$ cat src/sv/cprs_pkg.sv
// ----------------------------------------------------------------------------
// cprs_pkg
// Types, constants and lookup tables for the configuration port register
// readback sequencer.
// ----------------------------------------------------------------------------
package cprs_pkg;

    localparam int unsigned WORD_W     = 32;
    localparam int unsigned INDEX_W    = 5;
    localparam int unsigned ADDR_W     = 5;
    localparam int unsigned CMD_CNT_W  = 4;
    localparam int unsigned DSY_CNT_W  = 3;
    localparam int unsigned RX_CNT_W   = 3;

    localparam logic [INDEX_W-1:0]   TABLE_SIZE  = 5'd20;
    localparam logic [CMD_CNT_W-1:0] CMD_WORDS   = 4'd9;
    localparam logic [CMD_CNT_W-1:0] HEADER_SLOT = 4'd6;
    localparam logic [DSY_CNT_W-1:0] DSY_WORDS   = 3'd4;
    localparam logic [RX_CNT_W-1:0]  RX_SAT      = 3'd6;
    localparam logic [RX_CNT_W-1:0]  SKIP_LIMIT  = 3'd5;
    localparam int unsigned          ADDR_SHIFT  = 13;

    localparam logic [WORD_W-1:0] READ_HEADER = 32'h2800_0001;
    localparam logic [WORD_W-1:0] JUNK_D9     = 32'hFFFF_FFD9;
    localparam logic [WORD_W-1:0] JUNK_DB     = 32'hFFFF_FFDB;

    // sequencer phases
    typedef enum logic [2:0] {
        PH_IDLE     = 3'd0,
        PH_SEND     = 3'd1,
        PH_TO_READ  = 3'd2,
        PH_READ     = 3'd3,
        PH_TO_WRITE = 3'd4,
        PH_DESYNC   = 3'd5
    } t_phase;

    // sequencer state carried between the register file and the step logic
    typedef struct packed {
        t_phase                phase;
        logic [ADDR_W-1:0]     addr;
        logic [CMD_CNT_W-1:0]  cmd_cnt;
        logic [DSY_CNT_W-1:0]  dsy_cnt;
        logic [RX_CNT_W-1:0]   rx_cnt;
        logic                  cs_lvl;
        logic                  dir_lvl;
    } t_seq_state;

    // one result item
    typedef struct packed {
        logic              chip_select_n;
        logic              read_not_write;
        logic              tx_valid;
        logic [WORD_W-1:0] tx_word;
        logic              rx_accept;
        logic              reg_valid;
        logic [WORD_W-1:0] reg_value;
        logic              done_res;
    } t_result;

    // register table index to port register address
    function automatic logic [ADDR_W-1:0] reg_addr(input logic [INDEX_W-1:0] idx);
        logic [ADDR_W-1:0] a;
        case (idx)
            5'd15:   a = 5'd16;
            5'd16:   a = 5'd17;
            5'd17:   a = 5'd22;
            5'd18:   a = 5'd24;
            5'd19:   a = 5'd31;
            default: a = idx;
        endcase
        return a;
    endfunction

    // registers that cannot be read back
    function automatic logic reg_write_only(input logic [INDEX_W-1:0] idx);
        logic w;
        case (idx)
            5'd2, 5'd8, 5'd10, 5'd11: w = 1'b1;
            default:                  w = 1'b0;
        endcase
        return w;
    endfunction

    // sync and command words around the read header, which goes in HEADER_SLOT
    function automatic logic [WORD_W-1:0] sync_word(input logic [CMD_CNT_W-1:0] n);
        logic [WORD_W-1:0] w;
        case (n)
            4'd0:    w = 32'hFFFF_FFFF;
            4'd1:    w = 32'h0000_00BB;
            4'd2:    w = 32'h1122_0044;
            4'd3:    w = 32'hFFFF_FFFF;
            4'd4:    w = 32'hAA99_5566;
            4'd5:    w = 32'h2000_0000;
            4'd7:    w = 32'h2000_0000;
            4'd8:    w = 32'h2000_0000;
            default: w = '0;
        endcase
        return w;
    endfunction

    // desync words after the readback
    function automatic logic [WORD_W-1:0] desync_word(input logic [1:0] n);
        logic [WORD_W-1:0] w;
        case (n)
            2'd0:    w = 32'h3000_8001;
            2'd1:    w = 32'h0000_000D;
            default: w = 32'h2000_0000;
        endcase
        return w;
    endfunction

endpackage

$ cat src/sv/cprs_step.sv
// ----------------------------------------------------------------------------
// cprs_step
// One protocol step: next sequencer state and the result item for one
// input item, computed from the current state.
// ----------------------------------------------------------------------------
module cprs_step (
    input  cprs_pkg::t_seq_state          i_state,
    input  logic [cprs_pkg::INDEX_W-1:0]  i_reg_index,
    input  logic                          i_rx_valid,
    input  logic [cprs_pkg::WORD_W-1:0]   i_rx_word,
    output cprs_pkg::t_seq_state          o_state,
    output cprs_pkg::t_result             o_result
);
    import cprs_pkg::*;

    logic                 reject;
    logic                 junk;
    logic [RX_CNT_W-1:0]  rx_cnt_inc;
    logic                 word_taken;
    logic [WORD_W-1:0]    header;
    t_seq_state           n_state;

    // request check and read-phase word qualification
    assign reject     = (i_reg_index >= TABLE_SIZE) || reg_write_only(i_reg_index);
    assign junk       = (i_rx_word == '0) || (i_rx_word == JUNK_D9)
                        || (i_rx_word == JUNK_DB);
    assign rx_cnt_inc = (i_state.rx_cnt < RX_SAT) ? i_state.rx_cnt + 1'b1
                                                  : i_state.rx_cnt;
    assign word_taken = i_rx_valid && !(junk && (rx_cnt_inc <= SKIP_LIMIT));
    assign header     = READ_HEADER
                        | (WORD_W'(i_state.addr) << ADDR_SHIFT);

    // next state
    always_comb begin
        n_state = i_state;
        if (!reject) begin
            case (i_state.phase)
                PH_IDLE: begin
                    n_state.cmd_cnt = '0;
                    n_state.dsy_cnt = '0;
                    n_state.rx_cnt  = '0;
                    n_state.addr    = reg_addr(i_reg_index);
                    n_state.cs_lvl  = 1'b1;
                    n_state.dir_lvl = 1'b0;
                    n_state.phase   = PH_SEND;
                end
                PH_SEND: begin
                    n_state.dir_lvl = 1'b0;
                    if (i_state.cmd_cnt < CMD_WORDS) begin
                        n_state.cs_lvl  = 1'b0;
                        n_state.cmd_cnt = i_state.cmd_cnt + 1'b1;
                    end else begin
                        n_state.cs_lvl = 1'b1;
                        n_state.phase  = PH_TO_READ;
                    end
                end
                PH_TO_READ: begin
                    n_state.cs_lvl  = 1'b1;
                    n_state.dir_lvl = 1'b1;
                    n_state.phase   = PH_READ;
                end
                PH_READ: begin
                    n_state.cs_lvl  = 1'b0;
                    n_state.dir_lvl = 1'b1;
                    if (i_rx_valid) begin
                        n_state.rx_cnt = rx_cnt_inc;
                    end
                    if (word_taken) begin
                        n_state.phase = PH_TO_WRITE;
                    end
                end
                PH_TO_WRITE: begin
                    n_state.cs_lvl  = 1'b1;
                    n_state.dir_lvl = 1'b1;
                    n_state.phase   = PH_DESYNC;
                end
                PH_DESYNC: begin
                    if (i_state.dsy_cnt < DSY_WORDS) begin
                        n_state.cs_lvl  = 1'b0;
                        n_state.dir_lvl = 1'b0;
                        n_state.dsy_cnt = i_state.dsy_cnt + 1'b1;
                    end else begin
                        n_state.cs_lvl  = 1'b1;
                        n_state.dir_lvl = 1'b1;
                        n_state.phase   = PH_IDLE;
                    end
                end
                default: begin
                    n_state.phase = PH_IDLE;
                end
            endcase
        end
    end

    assign o_state = n_state;

    // result item
    always_comb begin
        o_result                = '0;
        o_result.chip_select_n  = n_state.cs_lvl;
        o_result.read_not_write = n_state.dir_lvl;
        if (reject) begin
            o_result.done_res = 1'b1;
        end else begin
            case (i_state.phase)
                PH_SEND: begin
                    if (i_state.cmd_cnt < CMD_WORDS) begin
                        o_result.tx_valid = 1'b1;
                        o_result.tx_word  = (i_state.cmd_cnt == HEADER_SLOT)
                                            ? header : sync_word(i_state.cmd_cnt);
                    end
                end
                PH_READ: begin
                    o_result.rx_accept = i_rx_valid;
                    if (word_taken) begin
                        o_result.reg_valid = 1'b1;
                        o_result.reg_value = i_rx_word;
                    end
                end
                PH_DESYNC: begin
                    if (i_state.dsy_cnt < DSY_WORDS) begin
                        o_result.tx_valid = 1'b1;
                        o_result.tx_word  = desync_word(i_state.dsy_cnt[1:0]);
                    end else begin
                        o_result.done_res = 1'b1;
                    end
                end
                default: begin
                    o_result.tx_valid = 1'b0;
                end
            endcase
        end
    end

endmodule

$ cat src/sv/config_port_register_readback_sequencer_top.sv
// ----------------------------------------------------------------------------
// config_port_register_readback_sequencer_top
// Register readback sequencer for a configuration port: one protocol step
// per transfer, result held in an output register.
//
//  channel | direction | handshake          | payload
//  --------+-----------+--------------------+-----------------------------------
//  in      | input     | i_valid / o_stall  | reg_index, rx_valid, rx_word
//  out     | output    | o_valid / i_stall  | chip_select_n, read_not_write,
//          |           |                    | tx_valid, tx_word, rx_accept,
//          |           |                    | reg_valid, reg_value, done_res
//
// Each input transfer gives one result in the cycle after; a new transfer is
// taken every cycle while the output register is empty or being drained.
// The step logic between the state and output registers is combinational.
// Synchronous active-low reset puts the sequencer in idle, port deselected,
// direction read, output register empty.
// A stall on the output holds the result and raises o_stall on the input.
// ----------------------------------------------------------------------------
module config_port_register_readback_sequencer_top (
    input  logic                          i_clk,
    input  logic                          i_rst_n,
    input  logic                          i_valid,
    output logic                          o_stall,
    input  logic [cprs_pkg::INDEX_W-1:0]  i_reg_index,
    input  logic                          i_rx_valid,
    input  logic [cprs_pkg::WORD_W-1:0]   i_rx_word,
    output logic                          o_valid,
    input  logic                          i_stall,
    output logic                          o_chip_select_n,
    output logic                          o_read_not_write,
    output logic                          o_tx_valid,
    output logic [cprs_pkg::WORD_W-1:0]   o_tx_word,
    output logic                          o_rx_accept,
    output logic                          o_reg_valid,
    output logic [cprs_pkg::WORD_W-1:0]   o_reg_value,
    output logic                          o_done_res
);
    import cprs_pkg::*;

    t_seq_state r_state;
    t_seq_state n_state;
    t_result    n_result;
    t_result    r_result;
    logic       r_out_valid;
    logic       in_xfer;

    // input transfer whenever the output register can take a result
    assign o_stall = r_out_valid && i_stall;
    assign in_xfer = i_valid && !o_stall;

    // step logic
    cprs_step u_step (
        .i_state     (r_state),
        .i_reg_index (i_reg_index),
        .i_rx_valid  (i_rx_valid),
        .i_rx_word   (i_rx_word),
        .o_state     (n_state),
        .o_result    (n_result)
    );

    // sequencer state
    always_ff @(posedge i_clk) begin
        if (!i_rst_n) begin
            r_state.phase   <= PH_IDLE;
            r_state.addr    <= '0;
            r_state.cmd_cnt <= '0;
            r_state.dsy_cnt <= '0;
            r_state.rx_cnt  <= '0;
            r_state.cs_lvl  <= 1'b1;
            r_state.dir_lvl <= 1'b1;
        end else if (in_xfer) begin
            r_state <= n_state;
        end
    end

    // output register valid
    always_ff @(posedge i_clk) begin
        if (!i_rst_n) begin
            r_out_valid <= 1'b0;
        end else if (in_xfer) begin
            r_out_valid <= 1'b1;
        end else if (!i_stall) begin
            r_out_valid <= 1'b0;
        end
    end

    // output register payload
    always_ff @(posedge i_clk) begin
        if (in_xfer) begin
            r_result <= n_result;
        end
    end

    assign o_valid          = r_out_valid;
    assign o_chip_select_n  = r_result.chip_select_n;
    assign o_read_not_write = r_result.read_not_write;
    assign o_tx_valid       = r_result.tx_valid;
    assign o_tx_word        = r_result.tx_word;
    assign o_rx_accept      = r_result.rx_accept;
    assign o_reg_valid      = r_result.reg_valid;
    assign o_reg_value      = r_result.reg_value;
    assign o_done_res       = r_result.done_res;

endmodule

$ cat config.mk
export PLATFORM = sky130hd
export DESIGN_NAME = config_port_register_readback_sequencer_top
export DESIGN_NICKNAME = d
export VERILOG_FILES = /design/src/sv/cprs_pkg.sv /design/src/sv/cprs_step.sv /design/src/sv/config_port_register_readback_sequencer_top.sv
export SDC_FILE = /design/constraint.sdc
export NUM_CORES = 1
export LEC_CHECK = 0
export BUFFER_PORTS_ARGS = -buffer_cell sky130_fd_sc_hd__buf_2
export CORE_MARGIN = 5
export CORE_UTILIZATION = 59
export CTS_BUF_LIST = sky130_fd_sc_hd__clkbuf_2
export DETAILED_ROUTE_END_ITERATION = 8
export PLACE_DENSITY = 0.95
export SLEW_MARGIN = 20
export SYNTH_ARGS = -nofsm -noshare
export SYNTH_HDL_FRONTEND = slang
export SYNTH_SLANG_ARGS = --single-unit
$ cat constraint.sdc
create_clock -name i_clk -period 5.2 [get_ports i_clk]
set_input_delay 1.04 -clock i_clk [delete_from_list [all_inputs] [get_ports i_clk]]
set_output_delay 1.04 -clock i_clk [all_outputs]
set_load 0.03 [all_outputs]
==> impl_metrics.ini, run 1 <==
[status]
status = completed

[worst_setup_path]
critPathSlowestCell = nand2_1
cp_max_fo = 17
crit-reg2reg-launch = r_state[19]
critPathKind = input pin to flip-flop
crit_top_cell = nand2_1
cp.arrival_ns = 3.77
worstRegToRegCells = 9
crit_path_cell_trace = buf_2, o21a_1, a311oi_1, nand2_1, nand2_1, nor2_1, ha_1, nor3_1, mux2i_1, o22ai_1
cp-end-kind = flip-flop
r2r_slack_ns = 2.43
slowest_delay_ns = 0.58
startpoint_type = input pin
crit_required_ns = 5.64
worstSetupStartpoint = i_reg_index[3]

[cells_and_area]
antennaDiodeCount = 0
multi_input_area_sq_um = 1710
drive_above_1_share_pct = 30.2
area_growth_pct = 14.2
final_cells = 586
fillers = 524
seqCellArea_sq_um = 2210
nets = 540

[placed_design]
dp.cells = 570
portBuffers = 113
place_hpwl_um = 6820
gp_congestion = 0.899

[sta]
hold_viol = 0
fin_tns_setup_ns = 0
worstMarginPinSlew_ns = 0.875
slew_viol_final = 0
period_share_pct = 64.0
fmaxAchievable_ghz = 0.300
fin_skew_ns = 0.0269
min_period_ns = 3.33
rsz0062_at_grt = false
max-slew-margin-rel_pct = 41.3
setup_violations = 0

[worst_hold_path]
hold_start = r_state[1]
hp-class = flip-flop to flip-flop

[cts]
postCtsSetupBuffers = 0
clock_latency_ns = 0.51
cts_tree = built
cts_sinks = 83
clkTransAtPathRegs_ns = 0.22
htree_levels = 3
cts_made_buffers = 9
ctsResizeCount = 0
clock_path_buffers = 2
ctsHoldBuffers = 0
cts-root-buf = clkbuf_2

[synthesis]
syn-cell-area_sq_um = 4190
synth_nets = 449
yosys_warnings = 0
yosysMostFrequentCell = edfxtp_1
synth_cells = 394
ys_async_sr_fraction_pct = 0
synth_flop_cell = edfxtp_1
synth_top_area_share_pct = 39.5
syn_avg_cell_area_sq_um = 10.6
synth_area_leaders = edfxtp_1, dfxtp_1, and2_1
synth-seq-cells = 83
synth_edf_count = 55
yosysSeqAreaShare_pct = 52.8
synthTopCellsByCount = edfxtp_1, and2_1, nand2_1, nor2_1, dfxtp_1
yosysUniqueCellTypes = 58
yosysTopAreaCell = edfxtp_1

[detailed_routing]
vias = 3282
drc = 0
wl_um = 9340
viasPerCell = 5.60
wl_per_cell_um = 15.9
initialDrtViolationCount = 205
firstDrtPassIters = 5
antenna_left = 0

[floorplan]
die-area_sq_um = 8880
start_util_pct = 61.3
die_h_um = 94.2
pin_count = 114
die_w_um = 94.2
rows = 30
core_area_sq_um = 6830

[power_and_ir_drop]
powerDensity_nw_per_um2 = 277
peakVddDrop_uv = 140
p_leak_nw = 2.00
total_power_mw = 1.32

[global_routing]
grt_pass1_vias = 3104
overflow = 0
grt_pass1_wl_um = 15200
grt_start_max_net_pins = 58
antenna_found_initial = 0
track_usage_pct = 22.0

[flow_run]
drv_cap = 0
-- state kept, by name, summed over array words and instances (netlist names), named ones only --
register / count
o_reg_value: 32
r_state: 20
o_tx_word: 17
o_chip_select_n: 1
o_done_res: 1
o_read_not_write: 1
o_reg_valid: 1
o_rx_accept: 1
o_tx_valid: 1
o_valid: 1
-- worst max-delay path: cells and delay by family --
| kind | cells | cell delay, ns |
|---|---|---|
| compound gates | 3 | 0.91 |
| fa+ha+maj | 1 | 0.26 |
| buf+inv | 1 | 0.15 |
| mux | 1 | 0.11 |
| simple gates | 4 | 1.30 |
-- final cells by class --
cell class,count,area share (%)
clock buffers,10,1.05
clock inverters,6,1.36
inverters,14,1.10
multi-input cells,263,35.7
flip-flops and latches,83,46.3
well taps,96,2.51
repair buffers,114,12.0
-- placed cells by master, fill, tap and decap left out, types with 3 or more instances in the layout --
cell type / instances
buf_2: 113
edfxtp_1: 55
and2_1: 36
nand2_1: 35
nor2_1: 30
dfxtp_1: 28
a21oi_1: 17
o21ai_0: 14
inv_1: 13
nor4_1: 13
ha_1: 13
clkbuf_2: 10
nand2b_1: 9
nor2b_1: 8
nand4_1: 8
a211oi_1: 7
nand3_1: 7
o21a_1: 6
nor3_1: 5
mux2i_1: 4
and3_1: 4
xnor2_1: 3
o22ai_1: 3
-- metal layers --
metal | global-route usage, % | vias up | part of all wire (%)
li1 | - | 1574 | -
met1 | 27.4 | 1538 | 40
met2 | 37.0 | 149 | 49
met3 | 4.09 | 21 | 8.7
met4 | 9.87 | 0 | 2.4
met5 | 0 | - | 0
-- logic make-up (layout without fill, tap and decap cells) --
kind of cell / after synthesis / in the layout / share of synthesized area (%)
xor gates and xnor gates: 4 / 4 / 1.02
DFF: 83 / 83 / 52.8
adders and majority gates: 13 / 13 / 3.89
buffers and inverters: 48 / 144 / 6.40
and+or+nand+nor: 172 / 172 / 23.3
AOI/OAI and AO/OA: 69 / 69 / 11.3
muxes: 5 / 5 / 1.23
-- worst min-delay path by stage --
| stage | slack [ns] | endpoint | cells after the start |
|---|---|---|---|
| after floorplan | 0.44 | r_state[1] | 2 |
| after global placement | 0.45 | r_state[1] | 2 |
| after detailed placement | 0.48 | r_state[1] | 2 |
| after CTS | 0.50 | r_state[1] | 2 |
| after global routing | 0.55 | r_state[1] | 2 |
| final | 0.50 | r_state[1] | 2 |
-- report_power, final --
group	leakage [nW]	switching [mW]	internal, mW	total [mW]
registers	0.783	0.0183	0.740	0.758
clock network	0.0723	0.219	0.114	0.333
logic	1.14	0.161	0.0705	0.231
-- per-stage QoR --
| step | hold WS, ns | utilization [%] | area, sq um | worst slack (ns) |
|---|---|---|---|---|
| after floorplan | 0.441 | - | 4190 | 1.32 |
| after global placement | 0.455 | 68.3 | 4660 | 1.63 |
| after detailed placement | 0.478 | 68.3 | 4660 | 1.36 |
| after CTS | 0.504 | 70.0 | 4780 | 1.94 |
| after global routing | 0.548 | 70.0 | 4780 | 1.63 |
| final | 0.500 | 70.0 | 4780 | 1.87 |
Note: power is estimated with default switching activity, not from simulation.
==> run 2: changes to the inputs <==
CORE_UTILIZATION = 54   (was 59)
PLACE_DENSITY = 0.9   (was 0.95)
clock period = 3.3 ns   (was 5.2 ns; I/O delays follow)
==> impl_metrics.ini, run 2 (same netlist as run 1, synthesis figures left out) <==
[status]
status = completed

[sta]
setup_violations = 0
min_period_ns = 2.58
slew_viol_final = 0
hold_viol = 0
max-slew-margin-rel_pct = 48.2
worstMarginPinSlew_ns = 0.773
fmaxAchievable_ghz = 0.387
fin_skew_ns = 0.0344
rsz0062_at_grt = false
period_share_pct = 78.3
fin_ws_ns = 0.717
fin_tns_setup_ns = 0

[global_routing]
antenna_found_initial = 0
grt_pass1_wl_um = 15100
overflow = 0
track_usage_pct = 19.5
grt_start_max_net_pins = 49
grt_pass1_vias = 3140

[detailed_routing]
vias = 3293
initialDrtViolationCount = 154
firstDrtPassIters = 5
viasPerCell = 5.53
antenna_left = 0
drc = 0
wl_per_cell_um = 15.7
wl_um = 9350

[power_and_ir_drop]
p_int_mw = 1.47
clkPwrFrac_pct = 26.3
p_leak_nw = 2.00
power_frac_comb_pct = 17.4
p_sw_mw = 0.656
seq_power_share_pct = 56.3
powerDensity_nw_per_um2 = 440
sw_frac_of_total_pct = 30.9
peakVddDrop_uv = 163

[cts]
clkTransAtPathRegs_ns = 0.24
cts_tree = built
cts-root-buf = clkbuf_2
postCtsSetupBuffers = 0
cts_made_buffers = 9
clock_path_buffers = 2
cts_sinks = 83
ctsResizeCount = 0
htree_levels = 3
ctsHoldBuffers = 0
clock_latency_ns = 0.55

[cells_and_area]
mostFrequentLayoutCells = buf_2, edfxtp_1, and2_1, nand2_1, nor2_1
layout_commonest_cell = buf_2
area_growth_pct = 15.2
antennaDiodeCount = 0
drive_above_1_share_pct = 30.6
finalCoreUtilization_pct = 63.1
largest_register_ffs = 32
nets = 543

[floorplan]
pin_count = 114
die_w_um = 98.1
core_area_sq_um = 7650
die_h_um = 98.1
start_util_pct = 54.7
rows = 32
die-area_sq_um = 9610

[worst_setup_path]
cp.arrival_ns = 3.05
crit_required_ns = 3.77
cp_max_fo = 8
worstRegToRegCells = 12
critPathKind = flip-flop to flip-flop
cp-end-kind = flip-flop
r2r_slack_ns = 0.72
startpoint_type = flip-flop

[worst_hold_path]
hp-class = input pin to flip-flop
min_path_cells = 2

[placed_design]
place_hpwl_um = 7140
portBuffers = 113
gp_congestion = 0.861
place_ws_ns = 0.339

[flow_run]
drv_cap = 0
## run 2: changes by cell type in the layout (fill, tap and decap cells not counted)
cell / delta
clkinv_2: -2
inv_2: -1
clkinvlp_4: +2
buf_4: +3
inv_8: +1
## run 2: path summary, 6_finish.rpt
path                end        from
min             o_valid     i_valid
max           flip-flop  r_state[8]
min reg2reg  r_state[1]  r_state[1]
max reg2reg   flip-flop  r_state[8]
## run 2: layer usage
layer | part of all wire (%) | global-route usage, %
met1 | 41 | 24.2
met2 | 48 | 32.1
met3 | 9.1 | 6.07
met4 | 2.2 | 6.92
met5 | 0 | 0
## run 2: metrics by stage
stage / cells / cell area [sq um] / total power [mW] / hold slack (ns)
floorplan: 394 / 4190 / 1.48 / 0.441
detailed placement: 579 / 4700 / 1.59 / 0.474
global placement: 579 / 4700 / 1.57 / 0.460
global route: 595 / 4820 / 2.23 / 0.252
CTS: 595 / 4820 / 2.14 / 0.272
finish: 595 / 4820 / 2.12 / 0.316
## run 2: layout make-up
class / count / area [sq um]
Clock buffer: 10 / 50.0
Timing Repair Buffer: 117 / 596
Fill cell: 620 / 2830
Inverter: 14 / 56.3
Sequential cell: 83 / 2210
Multi-Input combinational cell: 263 / 1710
Clock inverter: 6 / 73.8
Tap cell: 102 / 128
## run 2: power by group through the flow
stage | sequential (mW) | clock, mW | combinational (mW)
after floorplan | 1.29 | 0 | 0.195
after global placement | 1.22 | 0 | 0.355
after detailed placement | 1.22 | 0 | 0.369
after CTS | 1.20 | 0.571 | 0.369
after global routing | 1.20 | 0.630 | 0.397
final | 1.20 | 0.559 | 0.369
## run 2: worst max-delay path: stages (launching register included)
cell     delay, ns
dfxtp_1       0.51
inv_1         0.10
ha_1          0.22
nor2b_1       0.14
o21ai_1       0.36
nor3_4        0.10
xnor2_1       0.15
nor2_1        0.16
inv_1         0.08
ha_1          0.24
nor3_1        0.19
mux2i_1       0.10
o22ai_1       0.14
==> run 3: changes to the inputs <==
ABC_AREA = 1   (was unset)
CORE_UTILIZATION = 49   (was 54)
PLACE_DENSITY = 0.86   (was 0.9)
clock period = 2.3 ns   (was 3.3 ns; I/O delays follow)
==> impl_metrics.ini, run 3 <==
[sta]
fin_skew_ns = 0.0445
hold_viol = 0
fin_ws_ns = 0.193
period_share_pct = 91.6
slew_viol_final = 0
min_period_ns = 2.11
max-slew-margin-rel_pct = 53.2
worstMarginPinSlew_ns = 0.702
setup_violations = 0
rsz0062_at_grt = false
fmaxAchievable_ghz = 0.475

[cells_and_area]
mostFrequentLayoutCells = buf_2, nor2_1, nand2_1, inv_1, edfxtp_1
drive_above_1_share_pct = 32.8
finalCoreUtilization_pct = 60.0
layout_commonest_cell = buf_2
nets = 629
largest_register_ffs = 32
final_area_sq_um = 4960
area_growth_pct = 18.2
antennaDiodeCount = 0

[synthesis]
synthTopCellsByCount = nor2_1, inv_1, nand2_1, edfxtp_1, dfxtp_1
yosysUniqueCellTypes = 42
yosys_warnings = 0
synth_area_leaders = edfxtp_1, dfxtp_1, nor2_1
synth_flop_cell = edfxtp_1
synth_nets = 521
yosysSeqAreaShare_pct = 52.8
synth-seq-cells = 83
syn_avg_cell_area_sq_um = 8.99
synth_edf_count = 55
synth_top_area_share_pct = 39.4
syn-cell-area_sq_um = 4190
yosysMostFrequentCell = nor2_1
synth_cells = 466
ys_async_sr_fraction_pct = 0
yosysTopAreaCell = edfxtp_1

[global_routing]
grt_start_max_net_pins = 58
antenna_found_initial = 0
grt_pass1_wl_um = 13600
overflow = 0
grt_pass1_vias = 3144
track_usage_pct = 16.3

[floorplan]
core_area_sq_um = 8260
pin_count = 114
die_w_um = 102
start_util_pct = 50.8
die-area_sq_um = 10500
die_h_um = 102
rows = 33

[worst_setup_path]
critPathKind = flip-flop to flip-flop
cp-end-kind = flip-flop
r2r_slack_ns = 0.19
worstRegToRegCells = 17
crit-reg2reg-launch = r_state[9]
startpoint_type = flip-flop
worstSetupStartpoint = r_state[9]
cp.arrival_ns = 2.57
cp_max_fo = 7
crit_required_ns = 2.76

[detailed_routing]
wl_um = 8700
initialDrtViolationCount = 204
wl_per_cell_um = 12.7
drc = 0
vias = 3273
firstDrtPassIters = 5
antenna_left = 0
viasPerCell = 4.79

[flow_run]
drv_cap = 0

[placed_design]
place_area_sq_um = 4840
portBuffers = 113
place_hpwl_um = 6810
gp_congestion = 0.854
place_ws_ns = 0.0626

[cts]
clkTransAtPathRegs_ns = 0.27
cts_sinks = 83
htree_levels = 3
cts_made_buffers = 9
cts_tree = built
clock_path_buffers = 2
cts-root-buf = clkbuf_2
clock_latency_ns = 0.53

[power_and_ir_drop]
peakVddDrop_uv = 235
total_power_mw = 3.06
powerDensity_nw_per_um2 = 618
p_leak_nw = 2.43

[worst_hold_path]
hp-class = input pin to flip-flop

[status]
status = completed
run 3: cell count changes after synthesis, moves of 7 or more:
cell / change
inv_1: +61
nor2_1: +53
nand2_1: +38
and2_1: -36
nor4_1: -13
inv_2: +9
nand2_2: +9
nand2b_1: -9
nand3_1: +9
clkbuf_1: -8
nor2b_1: -8
nor2_2: +7
run 3: what timing repair did:
| action | CTS | global route |
|---|---|---|
| hold buffers | 0 | 0 |
| endpoints found under the setup margin | 0 | 1 |
| gates resized for setup | 0 | 1 |
| setup buffers | 0 | 0 |
run 3: metrics by stage:
stage	setup TNS, ns	instances	hold slack, ns
floorplan	-3.70	466	0.424
global placement	0	668	0.452
detailed placement	0	668	0.467
CTS	0	684	0.168
global route	0	684	0.170
finish	0	684	0.202
run 3: critical path, cell delays in order, from the launching register on:
cell and delay, ns:
dfxtp_1 0.48, inv_1 0.07, ha_1 0.20, a21oi_2 0.22, nand2_4 0.09, o21ai_4 0.09
nor2_8 0.07, inv_2 0.06, nor2_2 0.03, nor2_2 0.10, nand2_2 0.12, inv_1 0.12
ha_4 0.14, inv_2 0.03, nand3_1 0.07, nand2_1 0.05, nand2_1 0.05, nand2_1 0.05
run 3: cells by family (layout without fill, tap and decap cells):
logic type / count (synthesis) / in the layout / synth area share, %
DFF: 83 / 83 / 52.8
buffers and inverters: 105 / 218 / 11.5
AOI/OAI and AO/OA: 49 / 49 / 6.96
and+or+nand+nor: 214 / 214 / 24.4
xor gates and xnor gates: 2 / 2 / 0.418
adders and majority gates: 13 / 13 / 3.88
run 3: final cells by class:
type / instances / area (sq um)
Tap cell: 105 / 131
Multi-Input combinational cell: 278 / 1560
Timing Repair Buffer: 117 / 608
Fill cell: 710 / 3300
Clock buffer: 9 / 45.0
Inverter: 85 / 330
Sequential cell: 83 / 2210
Clock inverter: 7 / 70.1
run 3: routing by layer:
layer,up-vias,share of wire [%],track usage [%]
met3,9,7.8,3.59
li1,1672,-,-
met2,99,51,29.9
met4,0,1.3,5.75
met1,1493,40,18.6
met5,-,0,0
run 3: how the worst min path moves through the flow:
stage              startpoint           to  slack (ns)  cells after the start
2_1_floorplan     r_state[16]  r_state[16]        0.42                      2
3_3_place_gp       r_state[0]   r_state[0]        0.45                      2
3_5_place_dp       r_state[1]   r_state[1]        0.47                      2
4_1_cts        i_reg_index[0]  r_state[12]        0.17                      3
5_1_grt        i_reg_index[0]  r_state[12]        0.17                      3
6_report       i_reg_index[0]  r_state[12]        0.20                      3
run 3: report_power, final:
part	switching, mW	total, mW	internal [mW]
Combinational	0.424	0.608	0.184
Clock	0.544	0.719	0.174
Sequential	0.0468	1.74	1.69
Total	1.02	3.06	2.05
